==> src/rtl/alds_pkg.sv <==
package alds_pkg;

  localparam logic [7:0] START_BYTE    = 8'hBB;
  localparam logic [7:0] FRM_ECHO      = 8'hC0;
  localparam logic [7:0] FRM_SPECTRUM  = 8'hC2;
  localparam logic [7:0] FRM_STATUS    = 8'hFC;

  localparam logic [15:0] TIMEOUT_RESET   = 16'd4000;
  localparam logic [10:0] KEEPALIVE_RESET = 11'd2000;

  localparam logic [3:0] C_RX      = 4'd0;
  localparam logic [3:0] C_TICK    = 4'd1;
  localparam logic [3:0] C_OPEN    = 4'd2;
  localparam logic [3:0] C_CLOSE   = 4'd3;
  localparam logic [3:0] C_ERROR   = 4'd4;
  localparam logic [3:0] C_START   = 4'd5;
  localparam logic [3:0] C_STOP    = 4'd6;
  localparam logic [3:0] C_BW      = 4'd7;
  localparam logic [3:0] C_RANGE   = 4'd8;
  localparam logic [3:0] C_ALT     = 4'd9;

  localparam logic [2:0] K_BYTE      = 3'd0;
  localparam logic [2:0] K_DELIVERED = 3'd1;
  localparam logic [2:0] K_STALE     = 3'd2;
  localparam logic [2:0] K_ECHO      = 3'd3;
  localparam logic [2:0] K_REQUEST   = 3'd4;
  localparam logic [2:0] K_CONNECTED = 3'd5;
  localparam logic [2:0] K_DISCONN   = 3'd6;
  localparam logic [2:0] K_BADLEN    = 3'd7;

  localparam logic [1:0] CAUSE_USER    = 2'd0;
  localparam logic [1:0] CAUSE_TIMEOUT = 2'd1;
  localparam logic [1:0] CAUSE_XPORT   = 2'd2;

  localparam logic [0:0] REG_TIMEOUT   = 1'd0;
  localparam logic [0:0] REG_KEEPALIVE = 1'd1;

  typedef struct packed {
    logic [2:0] kind;
    logic [7:0] data_byte;
    logic [1:0] range_select;
    logic [1:0] request_bandwidth;
    logic [1:0] drop_cause;
  } res_t;

  // one queue entry: up to two results of one transaction
  typedef struct packed {
    logic [1:0] n;
    res_t       r0;
    res_t       r1;
  } batch_t;

endpackage

==> src/rtl/alds_if.sv <==
interface alds_in_if;
  logic       valid;
  logic       ready;
  logic [3:0] cmd;
  logic [7:0] rx_byte;
  logic [1:0] bandwidth;
  logic       alt_on;
  modport source (output valid, cmd, rx_byte, bandwidth, alt_on, input ready);
  modport sink   (input valid, cmd, rx_byte, bandwidth, alt_on, output ready);
endinterface

interface alds_out_if;
  logic       valid;
  logic       ready;
  logic [2:0] kind;
  logic [7:0] data_byte;
  logic [1:0] range_select;
  logic [1:0] request_bandwidth;
  logic [1:0] drop_cause;
  logic       last;
  modport source (output valid, kind, data_byte, range_select, request_bandwidth,
                  drop_cause, last, input ready);
  modport sink   (input valid, kind, data_byte, range_select, request_bandwidth,
                  drop_cause, last, output ready);
endinterface

interface alds_cfg_if;
  logic        valid;
  logic        ready;
  logic [0:0]  index;
  logic [15:0] data;
  modport source (output valid, index, data, input ready);
  modport sink   (input valid, index, data, output ready);
endinterface

==> src/rtl/analyzer_link_deframer_session_unit.sv <==
// channel | dir | payload
// in_     | in  | cmd, rx_byte, bandwidth, alt_on
// out_    | out | kind, data_byte, range_select, request_bandwidth, drop_cause, last
// cfg_    | in  | index (0 timeout, 1 keep-alive), data
// One transaction per cycle on the input; ready drops only when the queue is full.
// The front deframer and session logic finish each in that cycle and push 0..2
// results into a two-entry queue, which drains one result per cycle while out_ready.
// Synchronous active-low reset: hunting, link closed, registers to 4000/2000.
module analyzer_link_deframer_session_unit
  import alds_pkg::*;
#(
  parameter int MAX_STALE = 8
) (
  input logic clk,
  input logic rst_n,
  alds_in_if.sink     in_ch,
  alds_out_if.source  out_ch,
  alds_cfg_if.sink    cfg_ch
);

  logic [15:0] tmo_r;
  logic [10:0] ka_r;
  batch_t      batch;
  logic        full, fire;

  assign in_ch.ready  = !full;
  assign fire         = in_ch.valid && in_ch.ready;
  assign cfg_ch.ready = 1'b1;

  // config registers
  always_ff @(posedge clk) begin
    if (!rst_n) begin
      tmo_r <= TIMEOUT_RESET;
      ka_r  <= KEEPALIVE_RESET;
    end else if (cfg_ch.valid) begin
      if (cfg_ch.index == REG_TIMEOUT) tmo_r <= cfg_ch.data;
      else ka_r <= cfg_ch.data[10:0];
    end
  end

  alds_front #(.MAX_STALE(MAX_STALE)) u_front (
    .clk, .rst_n, .fire,
    .cmd(in_ch.cmd), .rx_byte(in_ch.rx_byte), .bandwidth(in_ch.bandwidth),
    .alt_on(in_ch.alt_on), .timeout_ticks(tmo_r), .keepalive_ticks(ka_r), .batch
  );

  // silent transactions never take a queue slot
  alds_back u_back (
    .clk, .rst_n, .push(fire && batch.n != 2'd0), .batch, .full, .out_ch
  );

endmodule

==> src/rtl/alds_front.sv <==
module alds_front
  import alds_pkg::*;
#(
  parameter int MAX_STALE = 8
) (
  input  logic        clk,
  input  logic        rst_n,
  input  logic        fire,
  input  logic [3:0]  cmd,
  input  logic [7:0]  rx_byte,
  input  logic [1:0]  bandwidth,
  input  logic        alt_on,
  input  logic [15:0] timeout_ticks,
  input  logic [10:0] keepalive_ticks,
  output batch_t      batch
);

  localparam logic [3:0] MAXS = 4'(MAX_STALE);

  logic [2:0]  phase_r, phase_nxt;
  logic [7:0]  fcmd_r, fcmd_nxt;
  logic [15:0] flen_r, flen_nxt;
  logic [16:0] left_r, left_nxt;
  logic open_r, open_nxt, conn_r, conn_nxt, await_r, await_nxt;
  logic strm_r, strm_nxt, req_r, req_nxt, alt_r, alt_nxt, wide_r, wide_nxt;
  logic tv_r, tv_nxt;
  logic [3:0]  stale_r, stale_nxt;
  logic [1:0]  bw_r, bw_nxt;
  logic [15:0] rel_r, rel_nxt;
  logic [10:0] ka_r, ka_nxt;

  localparam logic [2:0] PH_HUNT = 3'd0, PH_CMD = 3'd1, PH_LO = 3'd2, PH_HI = 3'd3,
                         PH_BODY = 3'd4;

  always_comb begin
    res_t e;
    logic [16:0] lft;
    logic [10:0] ka1;
    phase_nxt = phase_r; fcmd_nxt = fcmd_r; flen_nxt = flen_r; left_nxt = left_r;
    open_nxt = open_r; conn_nxt = conn_r; await_nxt = await_r; strm_nxt = strm_r;
    req_nxt = req_r; alt_nxt = alt_r; wide_nxt = wide_r; tv_nxt = tv_r;
    stale_nxt = stale_r; bw_nxt = bw_r; rel_nxt = rel_r; ka_nxt = ka_r;
    batch = '0;
    e = '0;
    lft = '0;
    ka1 = '0;
    case (cmd)
      C_RX: begin
        if (open_r) begin
          case (phase_r)
            PH_HUNT: if (rx_byte == START_BYTE) phase_nxt = PH_CMD;
            PH_CMD: begin
              fcmd_nxt = rx_byte; phase_nxt = PH_LO;
            end
            PH_LO: begin
              flen_nxt = {8'd0, rx_byte}; phase_nxt = PH_HI;
            end
            PH_HI: begin
              flen_nxt = {rx_byte, flen_r[7:0]};
              left_nxt = {1'b0, rx_byte, flen_r[7:0]} + 17'd2;
              phase_nxt = PH_BODY;
            end
            default: begin
              if (left_r > 17'd2 && fcmd_r == FRM_SPECTRUM) begin
                e = '0; e.kind = K_BYTE; e.data_byte = rx_byte;
                batch.r0 = e; batch.n = 2'd1;
              end
              lft = (left_r != 17'd0) ? left_r - 17'd1 : left_r;
              left_nxt = lft;
              if (lft == 17'd0) begin
                phase_nxt = PH_HUNT;
                if (fcmd_r == FRM_SPECTRUM) begin
                  if (flen_r[2:0] != 3'd0) begin
                    // streaming ends here, so the echo always follows
                    e = '0; e.kind = K_BADLEN;
                    if (batch.n == 2'd0) begin
                      batch.r0 = e; batch.n = 2'd1;
                      e = '0; e.kind = K_ECHO; batch.r1 = e; batch.n = 2'd2;
                    end else begin
                      batch.r1 = e; batch.n = 2'd2;
                    end
                    strm_nxt = 1'b0; req_nxt = 1'b0; ka_nxt = '0;
                  end else begin
                    tv_nxt = 1'b1; rel_nxt = '0; req_nxt = 1'b0;
                    e = '0;
                    e.kind = (stale_r != 4'd0 || !strm_r) ? K_STALE : K_DELIVERED;
                    if (stale_r != 4'd0) stale_nxt = stale_r - 4'd1;
                    if (batch.n == 2'd0) begin
                      batch.r0 = e; batch.n = 2'd1;
                      if (strm_r) begin
                        e = '0; e.kind = K_REQUEST; e.request_bandwidth = bw_r;
                        if (alt_r) begin
                          e.range_select = wide_r ? 2'd2 : 2'd1;
                          wide_nxt = !wide_r;
                        end
                        batch.r1 = e; batch.n = 2'd2; req_nxt = 1'b1;
                      end
                    end else begin
                      batch.r1 = e; batch.n = 2'd2;
                    end
                  end
                end else if (fcmd_r != FRM_STATUS) begin
                  tv_nxt = 1'b1; rel_nxt = '0;
                  if (fcmd_r == FRM_ECHO && !conn_r) begin
                    conn_nxt = 1'b1; await_nxt = 1'b0;
                    e = '0; e.kind = K_CONNECTED;
                    if (batch.n == 2'd0) begin
                      batch.r0 = e; batch.n = 2'd1;
                    end else begin
                      batch.r1 = e; batch.n = 2'd2;
                    end
                  end
                end
              end
            end
          endcase
        end
      end
      C_TICK: begin
        if (open_r && tv_r && rel_r != 16'hFFFF) rel_nxt = rel_r + 16'd1;
        if (open_r && tv_r && rel_nxt > timeout_ticks && (conn_r || await_r)) begin
          conn_nxt = 1'b0; await_nxt = 1'b0; tv_nxt = 1'b0; rel_nxt = '0;
          phase_nxt = PH_HUNT; left_nxt = '0; strm_nxt = 1'b0; req_nxt = 1'b0;
          stale_nxt = '0; ka_nxt = '0; open_nxt = 1'b0;
          e = '0; e.kind = K_DISCONN; e.drop_cause = CAUSE_TIMEOUT;
          batch.r0 = e; batch.n = 2'd1;
        end else if (open_r && !strm_r) begin
          ka1 = ka_r + 11'd1;
          ka_nxt = ka1;
          if (ka1 >= keepalive_ticks) begin
            ka_nxt = '0;
            e = '0; e.kind = K_ECHO; batch.r0 = e; batch.n = 2'd1;
          end
        end
      end
      C_OPEN: begin
        if (!open_r) begin
          open_nxt = 1'b1; conn_nxt = 1'b0; await_nxt = 1'b1; phase_nxt = PH_HUNT;
          left_nxt = '0; tv_nxt = 1'b1; rel_nxt = '0; ka_nxt = '0;
          if (!strm_r) begin
            e = '0; e.kind = K_ECHO; batch.r0 = e; batch.n = 2'd1;
          end
        end
      end
      C_CLOSE, C_ERROR: begin
        conn_nxt = 1'b0; await_nxt = 1'b0; tv_nxt = 1'b0; rel_nxt = '0;
        phase_nxt = PH_HUNT; left_nxt = '0; strm_nxt = 1'b0; req_nxt = 1'b0;
        if (cmd == C_ERROR) stale_nxt = '0;
        ka_nxt = '0; open_nxt = 1'b0;
        e = '0; e.kind = K_DISCONN;
        e.drop_cause = (cmd == C_ERROR) ? CAUSE_XPORT : CAUSE_USER;
        batch.r0 = e; batch.n = 2'd1;
      end
      C_START: begin
        if (!strm_r && open_r) begin
          strm_nxt = 1'b1; ka_nxt = '0;
          if (!req_r) begin
            e = '0; e.kind = K_REQUEST; e.request_bandwidth = bw_r;
            if (alt_r) begin
              e.range_select = wide_r ? 2'd2 : 2'd1;
              wide_nxt = !wide_r;
            end
            batch.r0 = e; batch.n = 2'd1; req_nxt = 1'b1;
          end
        end
      end
      C_STOP: begin
        if (strm_r) begin
          strm_nxt = 1'b0;
          if (open_r) begin
            ka_nxt = '0;
            e = '0; e.kind = K_ECHO; batch.r0 = e; batch.n = 2'd1;
          end
        end
      end
      C_BW, C_RANGE: begin
        if (cmd == C_RANGE || bw_r != bandwidth) begin
          if (cmd == C_BW) bw_nxt = bandwidth;
          if (req_r) stale_nxt = (stale_r < MAXS) ? stale_r + 4'd1 : MAXS;
        end
      end
      C_ALT: begin
        alt_nxt = alt_on; wide_nxt = 1'b0;
        if (alt_on) stale_nxt = '0;
      end
      default: ;
    endcase
  end

  always_ff @(posedge clk) begin
    if (!rst_n) begin
      phase_r <= PH_HUNT; fcmd_r <= '0; flen_r <= '0; left_r <= '0;
      open_r <= 1'b0; conn_r <= 1'b0; await_r <= 1'b0; strm_r <= 1'b0;
      req_r <= 1'b0; alt_r <= 1'b0; wide_r <= 1'b0; tv_r <= 1'b0;
      stale_r <= '0; bw_r <= '0; rel_r <= '0; ka_r <= '0;
    end else if (fire) begin
      phase_r <= phase_nxt; fcmd_r <= fcmd_nxt; flen_r <= flen_nxt; left_r <= left_nxt;
      open_r <= open_nxt; conn_r <= conn_nxt; await_r <= await_nxt; strm_r <= strm_nxt;
      req_r <= req_nxt; alt_r <= alt_nxt; wide_r <= wide_nxt; tv_r <= tv_nxt;
      stale_r <= stale_nxt; bw_r <= bw_nxt; rel_r <= rel_nxt; ka_r <= ka_nxt;
    end
  end

endmodule

==> src/rtl/alds_back.sv <==
module alds_back
  import alds_pkg::*;
(
  input  logic   clk,
  input  logic   rst_n,
  input  logic   push,
  input  batch_t batch,
  output logic   full,
  alds_out_if.source out_ch
);

  batch_t      q_r [2];
  logic        wp_r, rp_r, sub_r;
  logic [1:0]  cnt_r;
  batch_t      head;
  res_t        cur;
  logic        empty, pop, take;

  assign head  = q_r[rp_r];
  assign full  = (cnt_r == 2'd2);
  assign empty = (cnt_r == 2'd0);
  assign cur   = sub_r ? head.r1 : head.r0;
  assign out_ch.valid             = !empty;
  assign out_ch.kind              = cur.kind;
  assign out_ch.data_byte         = cur.data_byte;
  assign out_ch.range_select      = cur.range_select;
  assign out_ch.request_bandwidth = cur.request_bandwidth;
  assign out_ch.drop_cause        = cur.drop_cause;
  assign out_ch.last              = sub_r || (head.n == 2'd1);
  assign take = out_ch.valid && out_ch.ready;
  assign pop  = take && out_ch.last;

  always_ff @(posedge clk) begin
    if (push) q_r[wp_r] <= batch;
  end

  always_ff @(posedge clk) begin
    if (!rst_n) begin
      wp_r <= 1'b0; rp_r <= 1'b0; sub_r <= 1'b0; cnt_r <= '0;
    end else begin
      if (push) wp_r <= !wp_r;
      if (pop) rp_r <= !rp_r;
      if (take) sub_r <= !out_ch.last;
      cnt_r <= cnt_r + {1'b0, push} - {1'b0, pop};
    end
  end

endmodule

==> src/flat_wrapper.sv <==
// flat-port wrapper written by rule: the top's interface ports become plain ports
module analyzer_link_deframer_session_unit_flat import alds_pkg::*;
#(
  parameter int MAX_STALE = 8
)
  (clk, rst_n, in_ch_valid, in_ch_cmd, in_ch_rx_byte, in_ch_bandwidth, in_ch_alt_on, in_ch_ready, out_ch_valid, out_ch_kind, out_ch_data_byte, out_ch_range_select, out_ch_request_bandwidth, out_ch_drop_cause, out_ch_last, out_ch_ready, cfg_ch_valid, cfg_ch_index, cfg_ch_data, cfg_ch_ready);
  alds_in_if in_ch_i ();
  alds_out_if out_ch_i ();
  alds_cfg_if cfg_ch_i ();
  input logic clk;
  input logic rst_n;
  input wire logic [$bits(in_ch_i.valid)-1:0] in_ch_valid;
  input wire logic [$bits(in_ch_i.cmd)-1:0] in_ch_cmd;
  input wire logic [$bits(in_ch_i.rx_byte)-1:0] in_ch_rx_byte;
  input wire logic [$bits(in_ch_i.bandwidth)-1:0] in_ch_bandwidth;
  input wire logic [$bits(in_ch_i.alt_on)-1:0] in_ch_alt_on;
  output wire logic [$bits(in_ch_i.ready)-1:0] in_ch_ready;
  output wire logic [$bits(out_ch_i.valid)-1:0] out_ch_valid;
  output wire logic [$bits(out_ch_i.kind)-1:0] out_ch_kind;
  output wire logic [$bits(out_ch_i.data_byte)-1:0] out_ch_data_byte;
  output wire logic [$bits(out_ch_i.range_select)-1:0] out_ch_range_select;
  output wire logic [$bits(out_ch_i.request_bandwidth)-1:0] out_ch_request_bandwidth;
  output wire logic [$bits(out_ch_i.drop_cause)-1:0] out_ch_drop_cause;
  output wire logic [$bits(out_ch_i.last)-1:0] out_ch_last;
  input wire logic [$bits(out_ch_i.ready)-1:0] out_ch_ready;
  input wire logic [$bits(cfg_ch_i.valid)-1:0] cfg_ch_valid;
  input wire logic [$bits(cfg_ch_i.index)-1:0] cfg_ch_index;
  input wire logic [$bits(cfg_ch_i.data)-1:0] cfg_ch_data;
  output wire logic [$bits(cfg_ch_i.ready)-1:0] cfg_ch_ready;
  assign in_ch_i.valid = in_ch_valid;
  assign in_ch_i.cmd = in_ch_cmd;
  assign in_ch_i.rx_byte = in_ch_rx_byte;
  assign in_ch_i.bandwidth = in_ch_bandwidth;
  assign in_ch_i.alt_on = in_ch_alt_on;
  assign in_ch_ready = in_ch_i.ready;
  assign out_ch_valid = out_ch_i.valid;
  assign out_ch_kind = out_ch_i.kind;
  assign out_ch_data_byte = out_ch_i.data_byte;
  assign out_ch_range_select = out_ch_i.range_select;
  assign out_ch_request_bandwidth = out_ch_i.request_bandwidth;
  assign out_ch_drop_cause = out_ch_i.drop_cause;
  assign out_ch_last = out_ch_i.last;
  assign out_ch_i.ready = out_ch_ready;
  assign cfg_ch_i.valid = cfg_ch_valid;
  assign cfg_ch_i.index = cfg_ch_index;
  assign cfg_ch_i.data = cfg_ch_data;
  assign cfg_ch_ready = cfg_ch_i.ready;
  analyzer_link_deframer_session_unit #(.MAX_STALE(MAX_STALE)) u_core (.clk(clk), .rst_n(rst_n), .in_ch(in_ch_i), .out_ch(out_ch_i), .cfg_ch(cfg_ch_i));
endmodule
==> config.mk <==
export PLATFORM = sky130hd
export DESIGN_NAME = analyzer_link_deframer_session_unit_flat
export DESIGN_NICKNAME = d
export VERILOG_FILES = /design/src/rtl/alds_pkg.sv /design/src/rtl/alds_if.sv /design/src/rtl/analyzer_link_deframer_session_unit.sv /design/src/rtl/alds_front.sv /design/src/rtl/alds_back.sv /design/src/flat_wrapper.sv
export SDC_FILE = /design/constraint.sdc
export NUM_CORES = 1
export LEC_CHECK = 0
export BUFFER_PORTS_ARGS = -buffer_cell sky130_fd_sc_hd__buf_2
export CORE_MARGIN = 2
export CORE_UTILIZATION = 65
export DETAILED_ROUTE_END_ITERATION = 10
export HOLD_SLACK_MARGIN = 0.12
export PLACE_DENSITY_LB_ADDON = 0.1
export RECOVER_POWER = 25
export SLEW_MARGIN = 20
export SYNTH_ARGS = -nofsm -noshare
export SYNTH_HDL_FRONTEND = slang
export SYNTH_SLANG_ARGS = --single-unit
export TNS_END_PERCENT = 5
==> constraint.sdc <==
create_clock -name clk -period 7.9 [get_ports clk]
set_input_delay 0.395 -clock clk [delete_from_list [all_inputs] [get_ports clk]]
set_output_delay 0.395 -clock clk [all_outputs]
set_load 0.03 [all_outputs]
==> metrics.csv <==
metric,value,unit
synth.net_count,1177,
path_buf_inv,0,
cts_hold_buf,0,
vdd_ir_drop_max,249,uV
synth_cell_types,89,
crit_required,8280,ps
vias_per_cell,6.20,
slew_viol_final,100,
holdPathStages,3,
timing.fmax,195,MHz
grt_pass1_vias,7621,
rsz0062_at_grt,false,
min_period,5130,ps
cts_root_buf,clkbuf_16,
worst_slew_pin_slew,2900,ps
power-per-cell-area,245,mW/mm^2
fin_setup_tns,0,ps
worstRegToRegCells,15,
async_flop_share,0,%
r2r_slack,2770,ps
gp_congestion,0.992,
placed_cell_area,0.00978,sq mm
drive_gt1_share,11.2,%
hold_class,in2reg,
hold_viol_final,0,
synth_edf_count,52,
area_growth,8.98,%
crit_family,simple AND/OR/NAND/NOR gates,
postCtsSetupBuffers,0,
final_nets,1205,
io_pins,58,
clk_pin_slew,70,ps
drcViolationCount,0,
grt_overflow,0,
path_class,reg2reg,
diodes,0,
slowest_stage,or4_1,
yosysSeqAreaShare,39.7,%
cpMostUsedCell,a21o_1,
drtIter0Drc,717,
clockBufferDepth,2,
slowest_delay,810,ps
avgRoutedWirePerCell,17.5,microns
grt_pass1_wl,38000,microns
p_leak,4.04,nW
clkSinkCount,162,
start_util,65.8,%
violations,"capacitance limit, slew limit",
die_x,125,microns
status,"complete, but fails checks",
fin_skew,11.9,ps
finalCritPeriodShare,64.9,%
slew_headroom,-93.3,%
finalSetupViolCount,0,
antenna_found_initial,0,
cts_tree,built,
core.rowCount,44,
holdCritStartpoint,cfg_ch_data[11],
track_usage,30.0,%
critPathLaunchType,flop,
holdPathEnd,u_core.tmo_r[11]$_SDFFE_PN1P_,
cts_buffers,17,
avgSynthCellArea,8.63,sq um
clk_latency,440,ps
synth_cells,1100,
critPathMaxFanout,14,
yosys_warnings,0,
drv_cap,2,
synth_seq_cells,162,
fp.dieH,125,microns
place_hpwl,16200,microns
rr_endpoint,u_core.u_front.ka_r[6]$_SDFFE_PN0P_,
synthesis.area,0.00949,sq mm
io_buffer_count,56,
dr.pass1.iters,9,
dr_total_vias,8221,
die-area,0.0156,sq mm
postRouteAntennaNets,0,
reg2reg_from,u_core.u_front.open_r$_SDFFE_PN0P_,
worstSetupEndpointType,flop,
wl,23200,microns
fin_area,0.0103,sq mm
path_cells,nand2_1 > a41oi_1 > nand3_1 > nor4_1 > nand4_1 > xnor2_1 > ha_1 > a21o_1 > a21o_1 > a211oi_1 > a21o_1 > nand2_1 > or4_1 > o21ai_0 > o22a_1,
core_area,0.0144,sq mm
synth_ff_type,dfxtp_1,
grt_max_degree,63,
cts_resized,0,
cts-htree-levels,4,
arrival,5510,ps
[state kept, by name (all words and copies together) (netlist names), 2 cells and up, named ones only]
register / flops
u_core.u_front.flen_r: 8
u_core.ka_r: 11
u_core.u_back.cnt_r: 2
u_core.u_front.left_r: 17
u_core.u_front.ka_r: 11
u_core.u_front.rel_r: 16
u_core.tmo_r: 16
u_core.u_front.phase_r: 3
u_core.u_front.bw_r: 2
u_core.u_front.stale_r: 4
u_core.u_back.q_r: 52
u_core.u_front.fcmd_r: 8
[worst max-delay path by stage]
| stage | from | cells past startpoint | endpoint |
|---|---|---|---|
| 3_3_place_gp | u_core.u_front.open_r$_SDFFE_PN0P_ | 15 | u_core.u_back.q_r[1][19]$_DFFE_PP_ |
| 4_1_cts | u_core.u_front.open_r$_SDFFE_PN0P_ | 15 | u_core.u_front.ka_r[6]$_SDFFE_PN0P_ |
| 2_1_floorplan | u_core.u_front.rel_r[4]$_SDFFE_PN0P_ | 17 | u_core.u_back.q_r[0][14]$_DFFE_PP_ |
| 6_report | u_core.u_front.open_r$_SDFFE_PN0P_ | 15 | u_core.u_front.ka_r[6]$_SDFFE_PN0P_ |
| 5_1_grt | u_core.u_front.open_r$_SDFFE_PN0P_ | 15 | u_core.u_front.ka_r[6]$_SDFFE_PN0P_ |
| 3_5_place_dp | u_core.u_front.open_r$_SDFFE_PN0P_ | 15 | u_core.u_front.ka_r[6]$_SDFFE_PN0P_ |
[final cells by class]
type | instances | area [sq um]
Fill cell | 1123 | 4080
Clock inverter | 14 | 141
Clock buffer | 18 | 450
Sequential cell | 162 | 3760
Timing Repair Buffer | 64 | 320
Multi-Input combinational cell | 838 | 5270
Inverter | 45 | 169
Tap cell | 184 | 230
[power by group]
part,switching [W],leakage (nW),internal [W]
Clock,0.000370,0.289,0.000462
Sequential,0.0000242,1.37,0.000877
Combinational,0.000519,2.38,0.000284
Total,0.000913,4.04,0.00162
[layer usage]
layer | track usage [%] | wire (microns) | vias to the layer above
met5 | 0 | 0 | -
met2 | 47.9 | 10800 | 335
met3 | 6.31 | 1600 | 38
li1 | - | - | 3978
met4 | 9.28 | 385 | 0
met1 | 41.2 | 10500 | 3870
[cells in the final DEF (no fill, tap or decap), types with 5 or more instances in the layout]
master,n
and3_1,22
mux4_2,7
buf_2,40
nor4_1,7
xor2_1,25
nand4_1,20
a21o_1,10
nand2_1,161
o21ai_0,47
xnor2_1,23
clkbuf_16,18
buf_4,5
and2_1,8
mux2i_1,36
nor3_1,30
o211ai_1,19
or3_1,6
nand2b_1,17
a21oi_1,87
clkbuf_1,18
o2111ai_1,5
nor2_2,5
ha_1,40
edfxtp_1,52
dfxtp_1,110
nand3_1,44
inv_1,45
nor2_1,118
[tightest hold or removal path, cell delays in order]
cell,delay [ps]
buf_2,70
nand2_1,40
o211ai_1,80
[per-stage QoR]
stage / power, W / util, % / hold WS [ps] / setup WS [ps] / cells
3_3_place_gp: 0.00169 / 67.7 / 436 / 2980 / 1292
4_1_cts: 0.00253 / 71.9 / 185 / 2850 / 1325
6_report: 0.00254 / 71.7 / 185 / 2770 / 1325
3_5_place_dp: 0.00170 / 67.8 / 446 / 2880 / 1293
2_1_floorplan: 0.00157 / - / 430 / 2980 / 1100
5_1_grt: 0.00265 / 71.7 / 201 / 2330 / 1325
[cells by family after synthesis]
logic type | share of synthesized area [%]
other cells | 0.0395
simple gates | 24.5
mux | 5.70
flops | 39.7
xor+xnor | 4.43
compound gates | 15.5
buf+inv | 4.93
fa+ha+maj | 5.27
[synthesized netlist by cell type (4+ instances only)]
library cell    n  area [sq um]
a2111oi_0       4          35.0
o2111ai_1       5          43.8
or3_1           6          37.5
inv_1          45           169
o211ai_1       19           143
nand2b_1       17           106
nor4_1          8          50.1
xnor2_1        23           201
nor2_1        118           443
clkbuf_1       38           143
nand3_1        44           220
a21o_1         10          75.1
nor2b_1         5          31.3
o21ai_0        47           235
a21oi_1        87           435
and2_1          8          50.1
nor2_2          5          31.3
o22ai_1         4          25.0
and3_1         22           138
nand2_1       161           604
nor3_1         30           150
xor2_1         25           219
edfxtp_1       52          1560
ha_1           40           500
o21ai_1         4          20.0
a31oi_1         4          25.0
o31ai_1         4          30.0
buf_6           8          90.1
dfxtp_1       110          2200
mux2i_1        36           360
nand4_1        20           125
a211oi_1        4          30.0
mux4_2          7           158
Power figures use the tool's default switching activity.
